===== config.mk =====
export PLATFORM = sky130hd
export DESIGN_NAME = mark_sweep_block_table_flat
export DESIGN_NICKNAME = d
export VERILOG_FILES = /design/src/msbt_pkg.sv /design/src/msbt_if.sv /design/src/msbt_ram.sv /design/src/msbt_ctrl.sv /design/src/msbt_dp.sv /design/src/mark_sweep_block_table.sv /design/src/flat_wrapper.sv
export SDC_FILE = /design/constraint.sdc
export NUM_CORES = 1
export LEC_CHECK = 0
export ABC_AREA = 0
export BUFFER_PORTS_ARGS = -buffer_cell sky130_fd_sc_hd__buf_4
export CAP_MARGIN = 20
export CORE_UTILIZATION = 40
export CTS_BUF_LIST = sky130_fd_sc_hd__clkbuf_4 sky130_fd_sc_hd__clkbuf_8 sky130_fd_sc_hd__clkbuf_16
export DETAILED_ROUTE_END_ITERATION = 12
export PLACE_DENSITY = 0.54
export SETUP_SLACK_MARGIN = 0.4
export SLEW_MARGIN = 20
export SYNTH_ARGS = -nofsm -noshare
export SYNTH_HDL_FRONTEND = slang
export SYNTH_SLANG_ARGS = --single-unit

===== constraint.sdc =====
create_clock -name clk -period 5.8 [get_ports clk]
set_input_delay 1.74 -clock clk [delete_from_list [all_inputs] [get_ports clk]]
set_output_delay 1.74 -clock clk [all_outputs]
set_load 0.01 [all_outputs]

===== src/msbt_pkg.sv =====
// ----------------------------------------------------------------------------
// msbt_pkg
// Shared constants, codes and control types of the mark/sweep block table.
// ----------------------------------------------------------------------------
package msbt_pkg;

  localparam int CAPACITY = 16;
  localparam int IDX_W    = (CAPACITY > 1) ? $clog2(CAPACITY) : 1;
  localparam int CNT_W    = $clog2(CAPACITY + 1);
  localparam int ID_W     = 16;
  // stored entry: id above the in-use mark
  localparam int ENTRY_W  = ID_W + 1;

  localparam logic [1:0] OP_ALLOC   = 2'd0;
  localparam logic [1:0] OP_MARK    = 2'd1;
  localparam logic [1:0] OP_COLLECT = 2'd2;
  localparam logic [1:0] OP_LIST    = 2'd3;

  localparam logic [1:0] ST_OK        = 2'd0;
  localparam logic [1:0] ST_FULL      = 2'd1;
  localparam logic [1:0] ST_NOT_FOUND = 2'd2;
  localparam logic [1:0] ST_EMPTY     = 2'd3;

  typedef struct packed {
    logic load;    // latch the accepted command
    logic alloc;   // perform the append and emit its beat
    logic walk;    // table walk is running
    logic finish;  // emit the closing beat of a walk
  } msbt_cmd_t;

  typedef struct packed {
    logic op_alloc;
    logic out_free;
    logic walk_idle;
    logic hit_done;
    logic need_final;
  } msbt_sts_t;

endpackage


===== src/msbt_if.sv =====
// ----------------------------------------------------------------------------
// msbt_in_if / msbt_out_if
// Valid/ready channels for commands and result beats.
// ----------------------------------------------------------------------------
interface msbt_in_if;
  logic        valid;
  logic        ready;
  logic [1:0]  opcode;
  logic [15:0] block_id;

  modport source (output valid, output opcode, output block_id, input ready);
  modport sink   (input valid, input opcode, input block_id, output ready);
endinterface

interface msbt_out_if;
  logic        valid;
  logic        ready;
  logic [1:0]  status;
  logic [15:0] reported_id;
  logic        in_use_flag;
  logic        last_result;

  modport source (output valid, output status, output reported_id,
                  output in_use_flag, output last_result, input ready);
  modport sink   (input valid, input status, input reported_id,
                  input in_use_flag, input last_result, output ready);
endinterface


===== src/msbt_ram.sv =====
// ----------------------------------------------------------------------------
// msbt_ram
// Simple dual-port RAM, one write and one registered read port.
// ----------------------------------------------------------------------------
module msbt_ram #(
  parameter int WIDTH = 8,
  parameter int DEPTH = 16
) (
  input  logic                                     clk,
  input  logic                                     we,
  input  logic [((DEPTH > 1) ? $clog2(DEPTH) : 1)-1:0] waddr,
  input  logic [WIDTH-1:0]                         wdata,
  input  logic                                     re,
  input  logic [((DEPTH > 1) ? $clog2(DEPTH) : 1)-1:0] raddr,
  output logic [WIDTH-1:0]                         rdata
);

  logic [WIDTH-1:0] mem [DEPTH];
  logic [WIDTH-1:0] rdata_r;

  always_ff @(posedge clk) begin
    if (we) begin
      mem[waddr] <= wdata;
    end
    // hold the read word while no read is issued
    if (re) begin
      rdata_r <= mem[raddr];
    end
  end

  assign rdata = rdata_r;

endmodule


===== src/msbt_ctrl.sv =====
// ----------------------------------------------------------------------------
// msbt_ctrl
// Command sequencer: accept, dispatch, walk the table, close the command.
// ----------------------------------------------------------------------------
module msbt_ctrl (
  input  logic                 clk,
  input  logic                 rst_n,
  input  logic                 in_valid,
  output logic                 in_ready,
  input  msbt_pkg::msbt_sts_t  sts,
  output msbt_pkg::msbt_cmd_t  cmd
);
  import msbt_pkg::*;

  localparam logic [2:0] S_IDLE  = 3'd0;
  localparam logic [2:0] S_START = 3'd1;
  localparam logic [2:0] S_ALLOC = 3'd2;
  localparam logic [2:0] S_WALK  = 3'd3;
  localparam logic [2:0] S_FINAL = 3'd4;

  logic [2:0] state_r;
  logic [2:0] state_nxt;

  always_comb begin
    state_nxt  = state_r;
    in_ready   = 1'b0;
    cmd        = '0;
    case (state_r)
      S_IDLE: begin
        in_ready = 1'b1;
        if (in_valid) begin
          cmd.load  = 1'b1;
          state_nxt = S_START;
        end
      end
      S_START: begin
        state_nxt = sts.op_alloc ? S_ALLOC : S_WALK;
      end
      S_ALLOC: begin
        if (sts.out_free) begin
          cmd.alloc = 1'b1;
          state_nxt = S_IDLE;
        end
      end
      S_WALK: begin
        cmd.walk = 1'b1;
        if (sts.hit_done) begin
          state_nxt = S_IDLE;
        end else if (sts.walk_idle) begin
          state_nxt = sts.need_final ? S_FINAL : S_IDLE;
        end
      end
      S_FINAL: begin
        if (sts.out_free) begin
          cmd.finish = 1'b1;
          state_nxt  = S_IDLE;
        end
      end
      default: begin
        state_nxt = S_IDLE;
      end
    endcase
  end

  always_ff @(posedge clk) begin
    if (!rst_n) begin
      state_r <= S_IDLE;
    end else begin
      state_r <= state_nxt;
    end
  end

endmodule


===== src/msbt_dp.sv =====
// ----------------------------------------------------------------------------
// msbt_dp
// Table datapath: entry RAM, walk pointers, pending freed id, result register.
// ----------------------------------------------------------------------------
module msbt_dp (
  input  logic                 clk,
  input  logic                 rst_n,
  input  msbt_pkg::msbt_cmd_t  cmd,
  output msbt_pkg::msbt_sts_t  sts,
  input  logic [1:0]           in_opcode,
  input  logic [15:0]          in_block_id,
  input  logic                 out_ready,
  output logic                 out_valid,
  output logic [1:0]           out_status,
  output logic [15:0]          out_reported_id,
  output logic                 out_in_use_flag,
  output logic                 out_last_result
);
  import msbt_pkg::*;

  logic [1:0]       op_r, op_nxt;
  logic [ID_W-1:0]  id_r, id_nxt;
  logic [CNT_W-1:0] count_r, count_nxt;
  logic [CNT_W-1:0] rd_idx_r, rd_idx_nxt;
  logic [CNT_W-1:0] keep_r, keep_nxt;
  logic [IDX_W-1:0] d_idx_r, d_idx_nxt;
  logic             d_v_r, d_v_nxt;
  logic             pend_v_r, pend_v_nxt;
  logic [ID_W-1:0]  pend_id_r, pend_id_nxt;
  logic             out_valid_r, out_valid_nxt;
  logic [1:0]       out_status_r, out_status_nxt;
  logic [ID_W-1:0]  out_id_r, out_id_nxt;
  logic             out_flag_r, out_flag_nxt;
  logic             out_last_r, out_last_nxt;

  logic               ram_we;
  logic [IDX_W-1:0]   ram_waddr;
  logic [ENTRY_W-1:0] ram_wdata;
  logic               ram_re;
  logic [ENTRY_W-1:0] ram_rdata;
  logic [ID_W-1:0]    d_id;
  logic               d_mark;

  logic out_free, more, full, is_mark, is_collect, is_list;
  logic hit, step_emit, adv, list_last;

  msbt_ram #(
    .WIDTH (ENTRY_W),
    .DEPTH (CAPACITY)
  ) u_ram (
    .clk   (clk),
    .we    (ram_we),
    .waddr (ram_waddr),
    .wdata (ram_wdata),
    .re    (ram_re),
    .raddr (rd_idx_r[IDX_W-1:0]),
    .rdata (ram_rdata)
  );

  assign d_id   = ram_rdata[ENTRY_W-1:1];
  assign d_mark = ram_rdata[0];

  assign out_free   = !out_valid_r || out_ready;
  assign more       = rd_idx_r < count_r;
  assign full       = count_r == CNT_W'(CAPACITY);
  assign is_mark    = op_r == OP_MARK;
  assign is_collect = op_r == OP_COLLECT;
  assign is_list    = op_r == OP_LIST;
  assign hit        = is_mark && d_v_r && (d_id == id_r);
  assign list_last  = (CNT_W'(d_idx_r) + CNT_W'(1)) == count_r;
  assign step_emit  = d_v_r && (hit || (is_collect && !d_mark && pend_v_r) || is_list);
  // a step that must emit waits for the result register
  assign adv        = cmd.walk && (!step_emit || out_free);
  assign ram_re     = adv && more && !hit;

  assign sts.op_alloc   = op_r == OP_ALLOC;
  assign sts.out_free   = out_free;
  assign sts.walk_idle  = !d_v_r && !more;
  assign sts.hit_done   = adv && hit;
  assign sts.need_final = !(is_list && (count_r != '0));

  always_comb begin
    op_nxt         = op_r;
    id_nxt         = id_r;
    count_nxt      = count_r;
    rd_idx_nxt     = rd_idx_r;
    keep_nxt       = keep_r;
    d_idx_nxt      = d_idx_r;
    d_v_nxt        = d_v_r;
    pend_v_nxt     = pend_v_r;
    pend_id_nxt    = pend_id_r;
    out_valid_nxt  = out_valid_r && !out_ready;
    out_status_nxt = out_status_r;
    out_id_nxt     = out_id_r;
    out_flag_nxt   = out_flag_r;
    out_last_nxt   = out_last_r;
    ram_we         = 1'b0;
    ram_waddr      = count_r[IDX_W-1:0];
    ram_wdata      = {id_r, 1'b1};

    if (cmd.load) begin
      op_nxt     = in_opcode;
      id_nxt     = in_block_id;
      rd_idx_nxt = '0;
      keep_nxt   = '0;
      d_v_nxt    = 1'b0;
      pend_v_nxt = 1'b0;
    end

    if (cmd.alloc) begin
      out_valid_nxt  = 1'b1;
      out_id_nxt     = id_r;
      out_last_nxt   = 1'b1;
      if (full) begin
        out_status_nxt = ST_FULL;
        out_flag_nxt   = 1'b0;
      end else begin
        ram_we         = 1'b1;
        count_nxt      = count_r + CNT_W'(1);
        out_status_nxt = ST_OK;
        out_flag_nxt   = 1'b1;
      end
    end

    if (adv) begin
      if (ram_re) begin
        d_idx_nxt  = rd_idx_r[IDX_W-1:0];
        rd_idx_nxt = rd_idx_r + CNT_W'(1);
      end
      d_v_nxt = ram_re;
      if (d_v_r) begin
        if (hit) begin
          // clear the mark of the oldest match and stop
          ram_we         = 1'b1;
          ram_waddr      = d_idx_r;
          ram_wdata      = {d_id, 1'b0};
          out_valid_nxt  = 1'b1;
          out_status_nxt = ST_OK;
          out_id_nxt     = id_r;
          out_flag_nxt   = 1'b0;
          out_last_nxt   = 1'b1;
        end else if (is_list) begin
          out_valid_nxt  = 1'b1;
          out_status_nxt = ST_OK;
          out_id_nxt     = d_id;
          out_flag_nxt   = d_mark;
          out_last_nxt   = list_last;
        end else if (is_collect) begin
          if (d_mark) begin
            // compact: move the live entry down to the keep pointer
            ram_we    = 1'b1;
            ram_waddr = keep_r[IDX_W-1:0];
            ram_wdata = {d_id, 1'b1};
            keep_nxt  = keep_r + CNT_W'(1);
          end else begin
            // hold each freed id until the next one shows it is not last
            if (pend_v_r) begin
              out_valid_nxt  = 1'b1;
              out_status_nxt = ST_OK;
              out_id_nxt     = pend_id_r;
              out_flag_nxt   = 1'b0;
              out_last_nxt   = 1'b0;
            end
            pend_v_nxt  = 1'b1;
            pend_id_nxt = d_id;
          end
        end
      end
    end

    if (cmd.finish) begin
      out_valid_nxt = 1'b1;
      out_flag_nxt  = 1'b0;
      out_last_nxt  = 1'b1;
      if (is_collect) begin
        count_nxt = keep_r;
      end
      if (is_collect && pend_v_r) begin
        out_status_nxt = ST_OK;
        out_id_nxt     = pend_id_r;
      end else if (is_mark) begin
        out_status_nxt = ST_NOT_FOUND;
        out_id_nxt     = id_r;
      end else begin
        out_status_nxt = ST_EMPTY;
        out_id_nxt     = '0;
      end
    end
  end

  always_ff @(posedge clk) begin
    if (!rst_n) begin
      count_r     <= '0;
      d_v_r       <= 1'b0;
      pend_v_r    <= 1'b0;
      out_valid_r <= 1'b0;
    end else begin
      count_r     <= count_nxt;
      d_v_r       <= d_v_nxt;
      pend_v_r    <= pend_v_nxt;
      out_valid_r <= out_valid_nxt;
    end
  end

  always_ff @(posedge clk) begin
    op_r         <= op_nxt;
    id_r         <= id_nxt;
    rd_idx_r     <= rd_idx_nxt;
    keep_r       <= keep_nxt;
    d_idx_r      <= d_idx_nxt;
    pend_id_r    <= pend_id_nxt;
    out_status_r <= out_status_nxt;
    out_id_r     <= out_id_nxt;
    out_flag_r   <= out_flag_nxt;
    out_last_r   <= out_last_nxt;
  end

  assign out_valid       = out_valid_r;
  assign out_status      = out_status_r;
  assign out_reported_id = out_id_r;
  assign out_in_use_flag = out_flag_r;
  assign out_last_result = out_last_r;

endmodule


===== src/mark_sweep_block_table.sv =====
// ----------------------------------------------------------------------------
// mark_sweep_block_table
// Ordered table of block ids with in-use marks: allocate, mark, collect, list.
// ----------------------------------------------------------------------------
// One command is taken at a time; the next is accepted once the current one
// has put its last result beat into the output register. Mark, collect and
// list walk the table through the single read port of the entry RAM, one
// entry per cycle while the result channel does not stall: the command is
// accepted and dispatched, the first read is issued, each entry is stepped
// and the walk is seen to drain. A closing beat follows the walk for collect,
// a mark with no match and a list of an empty table. On an empty table the
// walk ends at once. Mark stops at the first match. Collect holds each freed
// id until the next one is found, so its last beat follows the end of the
// walk. A full table answers allocate with status "table full" and stays
// unchanged.
module mark_sweep_block_table (
  input  logic        clk,
  input  logic        rst_n,
  msbt_in_if.sink     in_ch,
  msbt_out_if.source  out_ch
);
  import msbt_pkg::*;

  msbt_cmd_t cmd;
  msbt_sts_t sts;

  msbt_ctrl u_ctrl (
    .clk      (clk),
    .rst_n    (rst_n),
    .in_valid (in_ch.valid),
    .in_ready (in_ch.ready),
    .sts      (sts),
    .cmd      (cmd)
  );

  msbt_dp u_dp (
    .clk             (clk),
    .rst_n           (rst_n),
    .cmd             (cmd),
    .sts             (sts),
    .in_opcode       (in_ch.opcode),
    .in_block_id     (in_ch.block_id),
    .out_ready       (out_ch.ready),
    .out_valid       (out_ch.valid),
    .out_status      (out_ch.status),
    .out_reported_id (out_ch.reported_id),
    .out_in_use_flag (out_ch.in_use_flag),
    .out_last_result (out_ch.last_result)
  );

endmodule

===== src/flat_wrapper.sv =====
// flat-port wrapper written by rule: the top's interface ports become plain ports
module mark_sweep_block_table_flat import msbt_pkg::*;
  (clk, rst_n, in_ch_valid, in_ch_opcode, in_ch_block_id, in_ch_ready, out_ch_valid, out_ch_status, out_ch_reported_id, out_ch_in_use_flag, out_ch_last_result, out_ch_ready);
  msbt_in_if in_ch_i ();
  msbt_out_if out_ch_i ();
  input  logic clk;
  input  logic rst_n;
  input wire logic [$bits(in_ch_i.valid)-1:0] in_ch_valid;
  input wire logic [$bits(in_ch_i.opcode)-1:0] in_ch_opcode;
  input wire logic [$bits(in_ch_i.block_id)-1:0] in_ch_block_id;
  output wire logic [$bits(in_ch_i.ready)-1:0] in_ch_ready;
  output wire logic [$bits(out_ch_i.valid)-1:0] out_ch_valid;
  output wire logic [$bits(out_ch_i.status)-1:0] out_ch_status;
  output wire logic [$bits(out_ch_i.reported_id)-1:0] out_ch_reported_id;
  output wire logic [$bits(out_ch_i.in_use_flag)-1:0] out_ch_in_use_flag;
  output wire logic [$bits(out_ch_i.last_result)-1:0] out_ch_last_result;
  input wire logic [$bits(out_ch_i.ready)-1:0] out_ch_ready;
  assign in_ch_i.valid = in_ch_valid;
  assign in_ch_i.opcode = in_ch_opcode;
  assign in_ch_i.block_id = in_ch_block_id;
  assign in_ch_ready = in_ch_i.ready;
  assign out_ch_valid = out_ch_i.valid;
  assign out_ch_status = out_ch_i.status;
  assign out_ch_reported_id = out_ch_i.reported_id;
  assign out_ch_in_use_flag = out_ch_i.in_use_flag;
  assign out_ch_last_result = out_ch_i.last_result;
  assign out_ch_i.ready = out_ch_ready;
  mark_sweep_block_table u_core (.clk(clk), .rst_n(rst_n), .in_ch(in_ch_i), .out_ch(out_ch_i));
endmodule

==> impl_metrics.py, run 1 <==
metrics = {
    "timing": {
        "hold_violations": 0,
        "fin_worst_skew_ps": 17.15,
        "final-setup-viol-count": 0,
        "rsz0062_at_grt": "false",
        "maxSlewViolCount": 0,
        "min_period_over_period_pct": 74.38,
        "worst_hold_slack_ps": 485.6,
        "setup_total_negative_slack_ps": 0,
        "max-slew-margin-rel_pct": 25.62,
        "timing.fmax_mhz": 231.8,
        "final_period_minus_worst_setup_slack_ps": 4314,
        "worst_slew_pin_slew_ps": 1113,
    },
    "global_route": {
        "global_route_wire_length_before_repair_um": 56750,
        "globalRouteTotalUtil_pct": 20.12,
        "grt_start_max_net_pins": 70,
        "grt.overflow.total": 0,
        "grt_antenna_before_repair": 0,
        "via_count_of_the_first_global_routing_pass": 8355,
    },
    "cts": {
        "clockBufferDepth": 3,
        "cts.reportedPaths.clkPinSlew_ps": 60,
        "htree_levels": 2,
        "ctsResizeCount": 0,
        "numCtsBuffers": 40,
        "postCtsSetupBuffers": 0,
        "ctsRootBufferMaster": "clkbuf_16",
        "cts_num_sinks": 368,
        "clock_insertion_delay_worst_skew_ps": 540,
        "hold_buffers": 0,
        "tritoncts": "yes",
    },
    "floorplan": {
        "die-height_um": 197.8,
        "placeableCoreArea_mm2": 0.03767,
        "initial_utilization_pct": 40.71,
        "placement_rows": 71,
        "die-area_mm2": 0.03912,
        "ios": 44,
        "die_width_um": 197.8,
    },
    "synthesis": {
        "post-synth-top-count-cell": "edfxtp_1",
        "post_synth_instance_area_mm2": 0.01533,
        "synth_enable_flop_cells": 327,
        "synth.yosys.seq_area_share_pct": 69.39,
        "synthesis.area_per_instance_um2": 17.75,
        "synthDominantAreaCellType": "edfxtp_1",
        "yosys-top-cells-count": "327 x edfxtp_1, 85 x mux4_2, 44 x nor2_1",
        "share_of_the_synthesized_area_in_the_top_cell_type_pct": 64.03,
        "synth.lib_cells_used.distinct": 61,
        "synth.ff_latch_count": 368,
        "ys_warn_count": 0,
        "synth_async_sr_flop_share_pct": 0,
        "syn-instance-count": 864,
        "synth_top_cells_by_area": "edfxtp_1 64%, mux4_2 12%, dfxtp_1 5.4%, a221oi_1 2.4%, xnor2_1 1.4%",
        "synthesis.nets": 895,
        "yosys_most_used_dff": "edfxtp_1",
    },
    "finish": {
        "fin_util_pct": 46.95,
        "num-fill-cells": 3232,
        "multi_input_area_mm2": 0.004467,
        "flow.area_growth_from_synthesis_pct": 15.32,
        "ff_latch_area_mm2": 0.01065,
        "design_area_mm2": 0.01768,
        "antenna-diode-count": 0,
        "fin_nets": 955,
        "final_layout_size_suffix_gt1_share_pct": 27.81,
    },
    "drt": {
        "via_density_per_instance": 5.752,
        "vias": 8421,
        "number_of_nets_with_antenna_violations_after_detailed_routing": 0,
        "route.detailed.wl_per_inst_um": 26.14,
        "wl_um": 38270,
        "remaining_drc_errors": 0,
        "first_pass_iters": 5,
        "initialDrtViolationCount": 796,
    },
    "critical_path": {
        "worst-endpoint-required_ps": 5960,
        "cp.arrival_ps": 4470,
        "cp-end-kind": "register",
        "critical_path.startpoint_type": "primary input",
        "timing.setup.critical_path_class": "in -> reg",
        "worstPathMaxFanout": 17,
    },
    "hold_path": {
        "class_of_the_tightest_hold_or_removal_check": "reg -> reg",
    },
    "power_and_ir_drop": {
        "power_mw": 6.293,
        "powerDensity_mw_per_mm2": 355.9,
        "p_leak_nw": 5.704,
        "worst_ir_drop_vdd_uv": 246.3,
    },
    "placed_design": {
        "port_buffers": 43,
        "dpl-instance-area_mm2": 0.01632,
        "globalplace.congestion": 0.8329,
        "hpwlAfterDp_um": 24780,
    },
    "job": {
        "cap_viol_max_count": 0,
    },
    "run_status": {
        "outcome": "complete, no violations",
    },
}
registers in the layout (all words and copies together) (netlist names), 4 cells and up:
signal                       flops
u_core.u_dp.out_reported_id     16
u_core.u_dp.u_ram.mem          272
u_core.u_dp.count_r              5
u_core.u_dp.id_r                16
u_core.u_dp.pend_id_r           16
u_core.u_dp.d_idx_r              4
u_core.u_dp.keep_r               5
u_core.u_dp.u_ram.rdata         17
u_core.u_dp.rd_idx_r             5
per-stage QoR:
step / std cells / setup WS, ps
2_1_floorplan: 864 / 438.9
3_3_place_gp: 1393 / 985.9
3_5_place_dp: 1393 / 912.3
4_1_cts: 1464 / 1482
5_1_grt: 1464 / 1322
6_report: 1464 / 1486
layer usage:
| metal | part of all wire [%] | routed length (um) | GRT usage (%) | up-vias |
|---|---|---|---|---|
| met1 | 45 | 17410 | 29.80 | 4361 |
| met2 | 46 | 17760 | 31.01 | 311 |
| li1 | - | - | - | 3694 |
| met5 | 0 | 0 | 0 | - |
| met4 | 2.2 | 851 | 5.168 | 0 |
| met3 | 5.9 | 2250 | 3.100 | 55 |
path summary, 6_finish.rpt:
check | start | end | slack [ps] | cells past startpoint
worst max-delay path | out_ch_ready | u_core.u_dp.u_ram.mem[6][10]$_DFFE_PP_ | 1490 | 7
worst min-delay path | u_core.u_dp.rd_idx_r[4]$_DFF_P_ | u_core.u_dp.rd_idx_r[4]$_DFF_P_ | 490 | 1
worst max register to register | u_core.u_dp.op_r[1]$_DFFE_PP_ | u_core.u_dp.u_ram.mem[6][10]$_DFFE_PP_ | 1530 | 8
worst min register to register | u_core.u_dp.rd_idx_r[4]$_DFF_P_ | u_core.u_dp.rd_idx_r[4]$_DFF_P_ | 490 | 1
kinds of logic after synthesis:
kind of cell               Yosys count  share of synthesized area, %
buffers and inverters               62                         1.787
AOI/OAI and AO/OA                  146                         7.458
muxes                              118                         14.77
adders and majority gates            9                        0.7343
DFF                                368                         69.39
and+or+nand+nor                    135                         4.382
xor gates and xnor gates            26                         1.485
cell type report:
| class | count | area share, % |
|---|---|---|
| flip-flops and latches | 368 | 60.21 |
| multi-input cells | 434 | 25.26 |
| clock buffers | 47 | 5.957 |
| well taps | 511 | 3.615 |
| repair buffers | 71 | 3.014 |
| clock inverters | 24 | 1.755 |
| inverters | 9 | 0.1910 |
where the power goes:
group	total (mW)	internal [mW]	leakage, nW	switching, mW
combinational	0.564	0.277	1.72	0.287
clock	2.65	1.61	0.660	1.03
sequential	3.08	2.99	3.33	0.0911
critical path: stages:
cell and delay, ps:
buf_4 110, nand2b_1 330, or3_1 480, o21ai_2 460
o22ai_1 200, or2_2 400, nor2_2 740
layout by cell type, fill, tap and decap left out, types with 4 or more instances in the layout:
cell type	n
edfxtp_1	327
mux4_2	85
buf_4	71
a221oi_1	42
clkbuf_16	40
dfxtp_1	39
nand2_1	35
nor2_1	28
xnor2_1	24
a21oi_1	18
mux2i_1	17
nor2_2	16
mux2_2	16
o21ai_0	15
nand3_1	13
a311o_1	13
inv_1	9
ha_1	9
clkinv_1	8
nand4_1	7
o21ai_1	7
clkbuf_4	7
bufinv_16	7
o211a_1	6
nor2b_1	6
o22a_1	5
o211ai_1	5
a31oi_1	4
and3_1	4
nand2b_1	4
o221ai_1	4
a21o_1	4
clkinvlp_4	4
(Power assumes the default switching activity.)
==> run 2: changes to the inputs <==
--- a/config.mk
+++ b/config.mk
@@ -5,13 +5,13 @@
 export SDC_FILE = /design/constraint.sdc
 export NUM_CORES = 1
 export LEC_CHECK = 0
-export ABC_AREA = 0
+export ABC_AREA = 1
 export BUFFER_PORTS_ARGS = -buffer_cell sky130_fd_sc_hd__buf_4
 export CAP_MARGIN = 20
 export CORE_UTILIZATION = 40
 export CTS_BUF_LIST = sky130_fd_sc_hd__clkbuf_4 sky130_fd_sc_hd__clkbuf_8 sky130_fd_sc_hd__clkbuf_16
 export DETAILED_ROUTE_END_ITERATION = 12
-export PLACE_DENSITY = 0.54
+export PLACE_DENSITY = 0.56
 export SETUP_SLACK_MARGIN = 0.4
 export SLEW_MARGIN = 20
 export SYNTH_ARGS = -nofsm -noshare
==> constraint.sdc (replaced) <==
create_clock -name clk -period 3.6 [get_ports clk]
set_input_delay 1.08 -clock clk [delete_from_list [all_inputs] [get_ports clk]]
set_output_delay 1.08 -clock clk [all_outputs]
set_load 0.01 [all_outputs]
==> run 2 against run 1 <==
Compared with the run above: via count up 36%; cell count up 44%; die area up 5.1%; critical endpoint is now u_core.u_dp.u_ram.mem[12][0]$_DFFE_PP_.
==> impl_metrics.py, run 2 <==
metrics = {
    "synthesis": {
        "synth_async_sr_flop_share_pct": 0,
        "post_synth_fa_ha_maj_area_fraction_pct": 0.6982,
        "synth.ff_latch_count": 368,
        "share_of_the_synthesized_area_in_the_top_cell_type_pct": 60.88,
        "yosys_most_used_dff": "edfxtp_1",
        "synth_mux_area_share_pct": 1.676,
        "fraction_of_synthesized_cell_area_in_xor_and_xnor_cells_pct": 0.6516,
        "yosys-top-cells-count": "327 x edfxtp_1, 306 x nand2_1, 215 x nor2_1",
        "synthDominantAreaCellType": "edfxtp_1",
        "combinational_family_with_the_most_area_after_synthesis": "simple AND/OR/NAND/NOR gates",
        "synthesis.nets": 1515,
        "synthesis.area_per_instance_um2": 10.87,
        "ys_warn_count": 0,
        "post-synth-top-count-cell": "edfxtp_1",
        "post_synth_instance_area_mm2": 0.01613,
        "synth.lib_cells_used.distinct": 46,
        "syn-instance-count": 1484,
        "synth_top_cells_by_area": "edfxtp_1 61%, nand2_1 7.1%, dfxtp_1 5.1%, nor2_1 5.0%, o21ai_0 4.8%",
        "synth_enable_flop_cells": 327,
        "synth.yosys.seq_area_share_pct": 65.97,
        "synth-compound-area-share_pct": 12.11,
        "synth_simple_gate_area_share_pct": 15.12,
    },
    "finish": {
        "antenna-diode-count": 0,
        "multi_input_area_mm2": 0.004940,
        "num-fill-cells": 3613,
        "fin_util_pct": 47.34,
        "largest_reg_flops": 272,
        "final_layout_size_suffix_gt1_share_pct": 15.12,
        "final-instance-count-excl-fill": 2112,
        "final_common_cell": "edfxtp_1",
        "fin_nets": 1592,
        "largest_register": "u_core.u_dp.u_ram.mem",
        "flow.area_growth_from_synthesis_pct": 16.61,
        "ff_latch_area_mm2": 0.01065,
        "mostFrequentLayoutCells": "327 x edfxtp_1, 304 x nand2_1, 197 x nor2_1, 155 x o21ai_0, 106 x buf_4",
        "design_area_mm2": 0.01881,
    },
    "cts": {
        "clockBufferDepth": 3,
        "clock_insertion_delay_worst_skew_ps": 560,
        "ctsRootBufferMaster": "clkbuf_16",
        "cts.reportedPaths.clkPinSlew_ps": 60,
        "numCtsBuffers": 40,
        "hold_buffers": 0,
        "cts_num_sinks": 368,
        "htree_levels": 2,
        "tritoncts": "yes",
    },
    "timing": {
        "worst_slew_pin_slew_ps": 886.2,
        "rsz0062_at_grt": "false",
        "maxSlewViolCount": 0,
        "fin_worst_skew_ps": 23.79,
        "worst_hold_slack_ps": 477.6,
        "final-setup-viol-count": 0,
        "final_worst_slack_ps": 509.1,
        "hold_violations": 0,
        "setup_total_negative_slack_ps": 0,
        "min_period_over_period_pct": 85.86,
        "max-slew-margin-rel_pct": 39.39,
        "final_period_minus_worst_setup_slack_ps": 3091,
        "timing.fmax_mhz": 323.5,
    },
    "power_and_ir_drop": {
        "worst_ir_drop_vdd_uv": 383.3,
        "p_leak_nw": 6.605,
        "power_mw": 11.50,
        "p_clk_share_pct": 36.5,
        "switching_power_mw": 3.214,
        "internal_power_mw": 8.290,
        "powerDensity_mw_per_mm2": 611.6,
        "p_sw_share_pct": 27.94,
        "combinational_share_of_power_pct": 18.3,
        "seqPwrFrac_pct": 45.2,
    },
    "critical_path": {
        "worstPathMaxFanout": 18,
        "cp-end-kind": "register",
        "longest_individual_stage_delay_on_the_worst_path_ps": 810,
        "slowest_stage": "a2111oi_0",
        "cp.arrival_ps": 3120,
        "worst-endpoint-required_ps": 3630,
        "reg2regPathDepth": 6,
        "reg2reg_slack_ps": 510,
        "regToRegStartpoint": "u_core.u_dp.op_r[1]$_DFFE_PP_",
        "worst_r2r_endpoint": "u_core.u_dp.u_ram.mem[12][0]$_DFFE_PP_",
        "timing.setup.critical_path_class": "reg -> reg",
        "ordered_list_of_cells_on_the_worst_path": "inv_2 -> nand2_2 -> buf_4 -> a2111oi_0 -> and3_1 -> nand4_1",
        "critical_path.startpoint_type": "register",
    },
    "job": {
        "cap_viol_max_count": 0,
    },
    "hold_path": {
        "worstHoldEndpoint": "u_core.u_dp.pend_v_r$_SDFF_PN0_",
        "class_of_the_tightest_hold_or_removal_check": "reg -> reg",
        "worst_hold_startpoint": "u_core.u_dp.pend_v_r$_SDFF_PN0_",
        "hold-path-cell-count": 2,
    },
    "drt": {
        "first_pass_iters": 5,
        "via_density_per_instance": 5.405,
        "route.detailed.wl_per_inst_um": 19.90,
        "initialDrtViolationCount": 1139,
        "wl_um": 42040,
        "remaining_drc_errors": 0,
        "vias": 11415,
        "number_of_nets_with_antenna_violations_after_detailed_routing": 0,
    },
    "placed_design": {
        "port_buffers": 43,
        "globalplace.congestion": 0.8724,
        "dpl-instance-area_mm2": 0.01743,
        "dp_cells": 2040,
        "hpwlAfterDp_um": 26990,
        "dp_slack_ps": 204.7,
    },
    "floorplan": {
        "placement_rows": 73,
        "die-height_um": 202.8,
        "ios": 44,
        "initial_utilization_pct": 40.60,
        "die-area_mm2": 0.04113,
        "placeableCoreArea_mm2": 0.03973,
        "die_width_um": 202.8,
    },
    "global_route": {
        "globalRouteTotalUtil_pct": 20.69,
        "grt.overflow.total": 0,
        "grt_antenna_before_repair": 0,
        "global_route_wire_length_before_repair_um": 64960,
        "grt_start_max_net_pins": 110,
        "via_count_of_the_first_global_routing_pass": 10588,
    },
    "run_status": {
        "outcome": "complete, no violations",
    },
}
-- run 2: cell count changes after synthesis, sizes merged, moves of 41 or more --
cell	delta
a221oi	-41
inv	+58
mux4	-85
nand2	+275
nor2	+177
o21ai	+137
-- run 2: layout make-up --
type	instances	share of cell area [%]
repair buffers	115	5.096
well taps	525	3.493
flip-flops and latches	368	56.61
multi-input cells	964	26.26
clock inverters	15	1.177
clock buffers	53	5.907
inverters	72	1.450
-- run 2: power groups by stage --
| stage | sequential, mW | clock (mW) | combinational (mW) |
|---|---|---|---|
| after CTS | 5.20 | 4.29 | 2.09 |
| after detailed placement | 5.29 | 0 | 2.08 |
| after global placement | 5.28 | 0 | 2.05 |
| final | 5.20 | 4.20 | 2.10 |
| after floorplan | 5.28 | 0 | 1.22 |
| after global routing | 5.23 | 4.45 | 2.34 |
-- run 2: worst max path at each step --
stage,startpoint,end,slack [ps],depth (start not counted)
after detailed placement,out_ch_ready,u_core.u_dp.pend_id_r[12]$_DFFE_PP_,200,10
after floorplan,out_ch_ready,u_core.u_dp.u_ram.mem[0][0]$_DFFE_PP_,250,12
final,u_core.u_dp.op_r[1]$_DFFE_PP_,u_core.u_dp.u_ram.mem[12][0]$_DFFE_PP_,510,6
after global placement,out_ch_ready,u_core.u_dp.pend_id_r[12]$_DFFE_PP_,190,10
after global routing,u_core.u_dp.u_ram.rdata[1]$_DFFE_PN_,u_core.u_dp.u_ram.mem[4][16]$_DFFE_PP_,420,15
after CTS,u_core.u_dp.u_ram.rdata[13]$_DFFE_PN_,u_core.u_dp.pend_id_r[12]$_DFFE_PP_,420,13
-- run 2: what timing repair did --
item	CTS	global route
setup buffers	0	4
endpoints found under the setup margin	0	274
gates resized for setup	0	6
-- run 2: critical path, delay by kind of cell (launching register included) --
family,cells,cell delay (ps)
compound gates,1,810
buf+inv,2,320
simple gates,3,1000
flops,1,430
-- run 2: kinds of logic (layout without fill, tap and decap cells) --
group           count (synthesis)  in the layout
simple gates                  606            606
flops                         368            368
compound gates                310            310
buf+inv                       152            255
mux                            27             27
xor+xnor                       12             12
fa+ha+maj                       9              9
-- run 2: metal layers --
metal / GRT usage (%) / part of all wire (%)
met1: 30.90 / 48
met2: 31.37 / 45
met3: 3.515 / 5.8
met4: 4.753 / 1.7
met5: 0 / 0
==> run 3: changes to the inputs <==
--- a/config.mk
+++ b/config.mk
@@ -12,8 +12,10 @@
 export CTS_BUF_LIST = sky130_fd_sc_hd__clkbuf_4 sky130_fd_sc_hd__clkbuf_8 sky130_fd_sc_hd__clkbuf_16
 export DETAILED_ROUTE_END_ITERATION = 12
 export PLACE_DENSITY = 0.56
+export REMOVE_ABC_BUFFERS = 1
 export SETUP_SLACK_MARGIN = 0.4
 export SLEW_MARGIN = 20
 export SYNTH_ARGS = -nofsm -noshare
 export SYNTH_HDL_FRONTEND = slang
+export SYNTH_HIERARCHICAL = 1
 export SYNTH_SLANG_ARGS = --single-unit
==> run 3 against run 2 <==
Compared with the run above: synthesized cell count up 33%; clock power about the same; global-route usage up 1.3 points; flip-flop and latch count stayed put; hold slack gained 0.62 ps; largest power group unchanged; highest routed layer unchanged.
==> impl_metrics.py, run 3 <==
metrics = {
    "power_and_ir_drop": {
        "power_mw": 12.88,
        "p_sw_share_pct": 32.53,
        "p_clk_share_pct": 32.9,
        "powerDensity_mw_per_mm2": 636.1,
        "switching_power_mw": 4.191,
        "p_leak_nw": 8.717,
        "internal_power_mw": 8.690,
        "combinational_share_of_power_pct": 24.5,
        "seqPwrFrac_pct": 42.7,
        "worst_ir_drop_vdd_uv": 411.8,
    },
    "critical_path": {
        "longest_individual_stage_delay_on_the_worst_path_ps": 450,
        "critical_path.startpoint_type": "register",
        "worst-endpoint-required_ps": 3840,
        "worstPathMaxFanout": 17,
        "cp.arrival_ps": 3280,
        "critPathBufInv": 3,
        "cpMostUsedCell": "nand2_1",
        "ordered_list_of_cells_on_the_worst_path": "nor2_2 -> nand2_1 -> nor2_1 -> nand2_1 -> nor2_4 -> nand3_2 -> nand2_2 -> nand2_4 -> nand2_4 -> inv_1 -> nand2_1 -> nand2_1 -> inv_1 -> nand2_1 -> nor2_2 -> buf_4",
        "timing.critical_path.max_delay_family": "simple AND/OR/NAND/NOR gates",
        "timing.setup.critical_path_class": "reg -> reg",
        "cp-end-kind": "register",
        "slowest_stage": "edfxtp_1",
    },
    "cts": {
        "cts.reportedPaths.clkPinSlew_ps": 60,
        "htree_levels": 2,
        "cts_num_sinks": 368,
        "clock_insertion_delay_worst_skew_ps": 580,
        "tritoncts": "yes",
        "clockBufferDepth": 3,
        "numCtsBuffers": 41,
        "ctsRootBufferMaster": "clkbuf_16",
        "hold_buffers": 0,
    },
    "synthesis": {
        "synth_enable_flop_cells": 327,
        "post-synth-top-count-cell": "nand2_1",
        "ys_warn_count": 6,
        "syn-instance-count": 1979,
        "synth_async_sr_flop_share_pct": 0,
        "synth.ff_latch_count": 368,
        "yosys-top-cells-count": "673 x nand2_1, 327 x edfxtp_1, 289 x inv_1",
        "synth.yosys.seq_area_share_pct": 60.01,
        "synth_top_cells_by_area": "edfxtp_1 55%, nand2_1 14%, nand3_1 7.3%, inv_1 6.1%, dfxtp_1 4.6%",
        "synthDominantAreaCellType": "edfxtp_1",
        "post_synth_instance_area_mm2": 0.01773,
        "share_of_the_synthesized_area_in_the_top_cell_type_pct": 55.38,
        "synth.lib_cells_used.distinct": 42,
        "yosys_most_used_dff": "edfxtp_1",
        "synthesis.area_per_instance_um2": 8.959,
    },
    "floorplan": {
        "die-area_mm2": 0.04517,
        "placeableCoreArea_mm2": 0.04336,
        "die-height_um": 212.5,
        "placement_rows": 76,
        "initial_utilization_pct": 40.89,
        "ios": 44,
        "die_width_um": 212.5,
    },
    "finish": {
        "mostFrequentLayoutCells": "672 x nand2_1, 327 x edfxtp_1, 289 x inv_1, 258 x nand3_1, 88 x buf_4",
        "largest_register": "u_core/u_dp/u_ram/mem",
        "largest_reg_flops": 272,
        "antenna-diode-count": 0,
        "final_layout_size_suffix_gt1_share_pct": 10.88,
        "final-instance-count-excl-fill": 2644,
        "fin_nets": 2059,
        "final_common_cell": "nand2_1",
        "flow.area_growth_from_synthesis_pct": 14.20,
    },
    "timing": {
        "min_period_over_period_pct": 84.30,
        "final_period_minus_worst_setup_slack_ps": 3035,
        "worst_slew_pin_slew_ps": 1006,
        "max-slew-margin-rel_pct": 32.74,
        "fin_worst_skew_ps": 27.75,
        "rsz0062_at_grt": "false",
        "final-setup-viol-count": 0,
        "timing.fmax_mhz": 329.5,
        "maxSlewViolCount": 0,
        "hold_violations": 0,
    },
    "placed_design": {
        "hpwlAfterDp_um": 30600,
        "globalplace.congestion": 0.8768,
        "port_buffers": 43,
        "dp_cells": 2569,
    },
    "job": {
        "cap_viol_max_count": 0,
    },
    "global_route": {
        "grt.overflow.total": 0,
        "grt_antenna_before_repair": 0,
        "globalRouteTotalUtil_pct": 22.04,
        "via_count_of_the_first_global_routing_pass": 12629,
        "global_route_wire_length_before_repair_um": 74810,
        "grt_start_max_net_pins": 79,
    },
    "drt": {
        "remaining_drc_errors": 0,
        "route.detailed.wl_per_inst_um": 18.34,
        "via_density_per_instance": 5.058,
        "first_pass_iters": 6,
        "wl_um": 48480,
        "number_of_nets_with_antenna_violations_after_detailed_routing": 0,
        "vias": 13373,
        "initialDrtViolationCount": 1242,
    },
    "hold_path": {
        "class_of_the_tightest_hold_or_removal_check": "reg -> reg",
    },
    "run_status": {
        "outcome": "complete, no violations",
    },
}
[run 3: logic make-up (layout without fill, tap and decap cells)]
| group | Yosys count | after routing | share of synthesized area [%] |
|---|---|---|---|
| AO/OA/AOI/OAI | 114 | 114 | 3.613 |
| XOR/XNOR | 19 | 19 | 0.9385 |
| adder cells (fa/ha/maj) | 9 | 9 | 0.6351 |
| buffers and inverters | 402 | 482 | 9.082 |
| flip-flops | 368 | 368 | 60.01 |
| multiplexers | 1 | 1 | 0.05646 |
| AND/OR/NAND/NOR | 1066 | 1066 | 25.66 |
[run 3: stage by stage]
stage	hold slack, ps	instance area, um^2	util (%)	TNS, ps	setup WS, ps
6_report	478.2	20250	46.70	0	565.3
5_1_grt	493.2	20250	46.70	0	385.8
4_1_cts	474.1	20180	46.55	0	419.2
3_5_place_dp	465.5	18830	43.42	0	269.9
3_3_place_gp	465.4	18830	43.42	0	345.2
2_1_floorplan	474.8	17280	-	-81840	-1435
[run 3: final cells by class]
type	count	area, um^2
clock buffers	52	1126
clock inverters	22	225.2
fillers	4160	23110
inverters	309	1162
multi-input cells	1209	5550
flip-flops and latches	368	10650
well taps	585	732.0
repair buffers	99	805.8
[run 3: path summary, 6_finish.rpt]
check	start	to	slack [ps]	cells past startpoint
worst max-delay path	u_core/u_dp/op_r[1]$_DFFE_PP_	u_core/u_dp/u_ram/mem[14][13]$_DFFE_PP_	570	16
worst min-delay path	u_core/u_dp/out_status[1]$_DFF_P_	u_core/u_dp/out_status[1]$_DFF_P_	480	2
worst max register to register	u_core/u_dp/op_r[1]$_DFFE_PP_	u_core/u_dp/u_ram/mem[14][13]$_DFFE_PP_	570	16
worst min register to register	u_core/u_dp/out_status[1]$_DFF_P_	u_core/u_dp/out_status[1]$_DFF_P_	480	2
[run 3: metal layers]
| layer | track usage (%) | vias to the layer above | part of all wire [%] |
|---|---|---|---|
| met1 | 31.50 | 6251 | 46 |
| met4 | 8.038 | 0 | 3.0 |
| met3 | 2.629 | 98 | 6.3 |
| li1 | - | 6524 | - |
| met5 | 0 | - | 0 |
| met2 | 34.39 | 500 | 45 |
[run 3: repair_timing]
action | CTS | global route
gates resized for setup | 1 | 15
buffers inserted | 0 | 1
endpoints found under the setup margin | 34 | 272
pin swaps | 0 | 0
[run 3: power by group through the flow]
| stage | Clock (mW) | Sequential [mW] | Combinational [mW] |
|---|---|---|---|
| 3_3_place_gp | 0 | 5.59 | 3.07 |
| 5_1_grt | 4.49 | 5.54 | 3.53 |
| 6_report | 4.23 | 5.50 | 3.15 |
| 3_5_place_dp | 0 | 5.59 | 3.12 |
| 4_1_cts | 4.33 | 5.50 | 3.13 |
| 2_1_floorplan | 0 | 5.53 | 1.90 |
[run 3: worst reg2reg max path, cell delays in order, from the launching register on]
cell and delay (ps):
edfxtp_1 450, nor2_2 270, nand2_1 80, nor2_1 100, nand2_1 100, nor2_4 110
nand3_2 150, nand2_2 130, nand2_4 100, nand2_4 140, inv_1 110, nand2_1 80
nand2_1 120, inv_1 110, nand2_1 190, nor2_2 180, buf_4 300
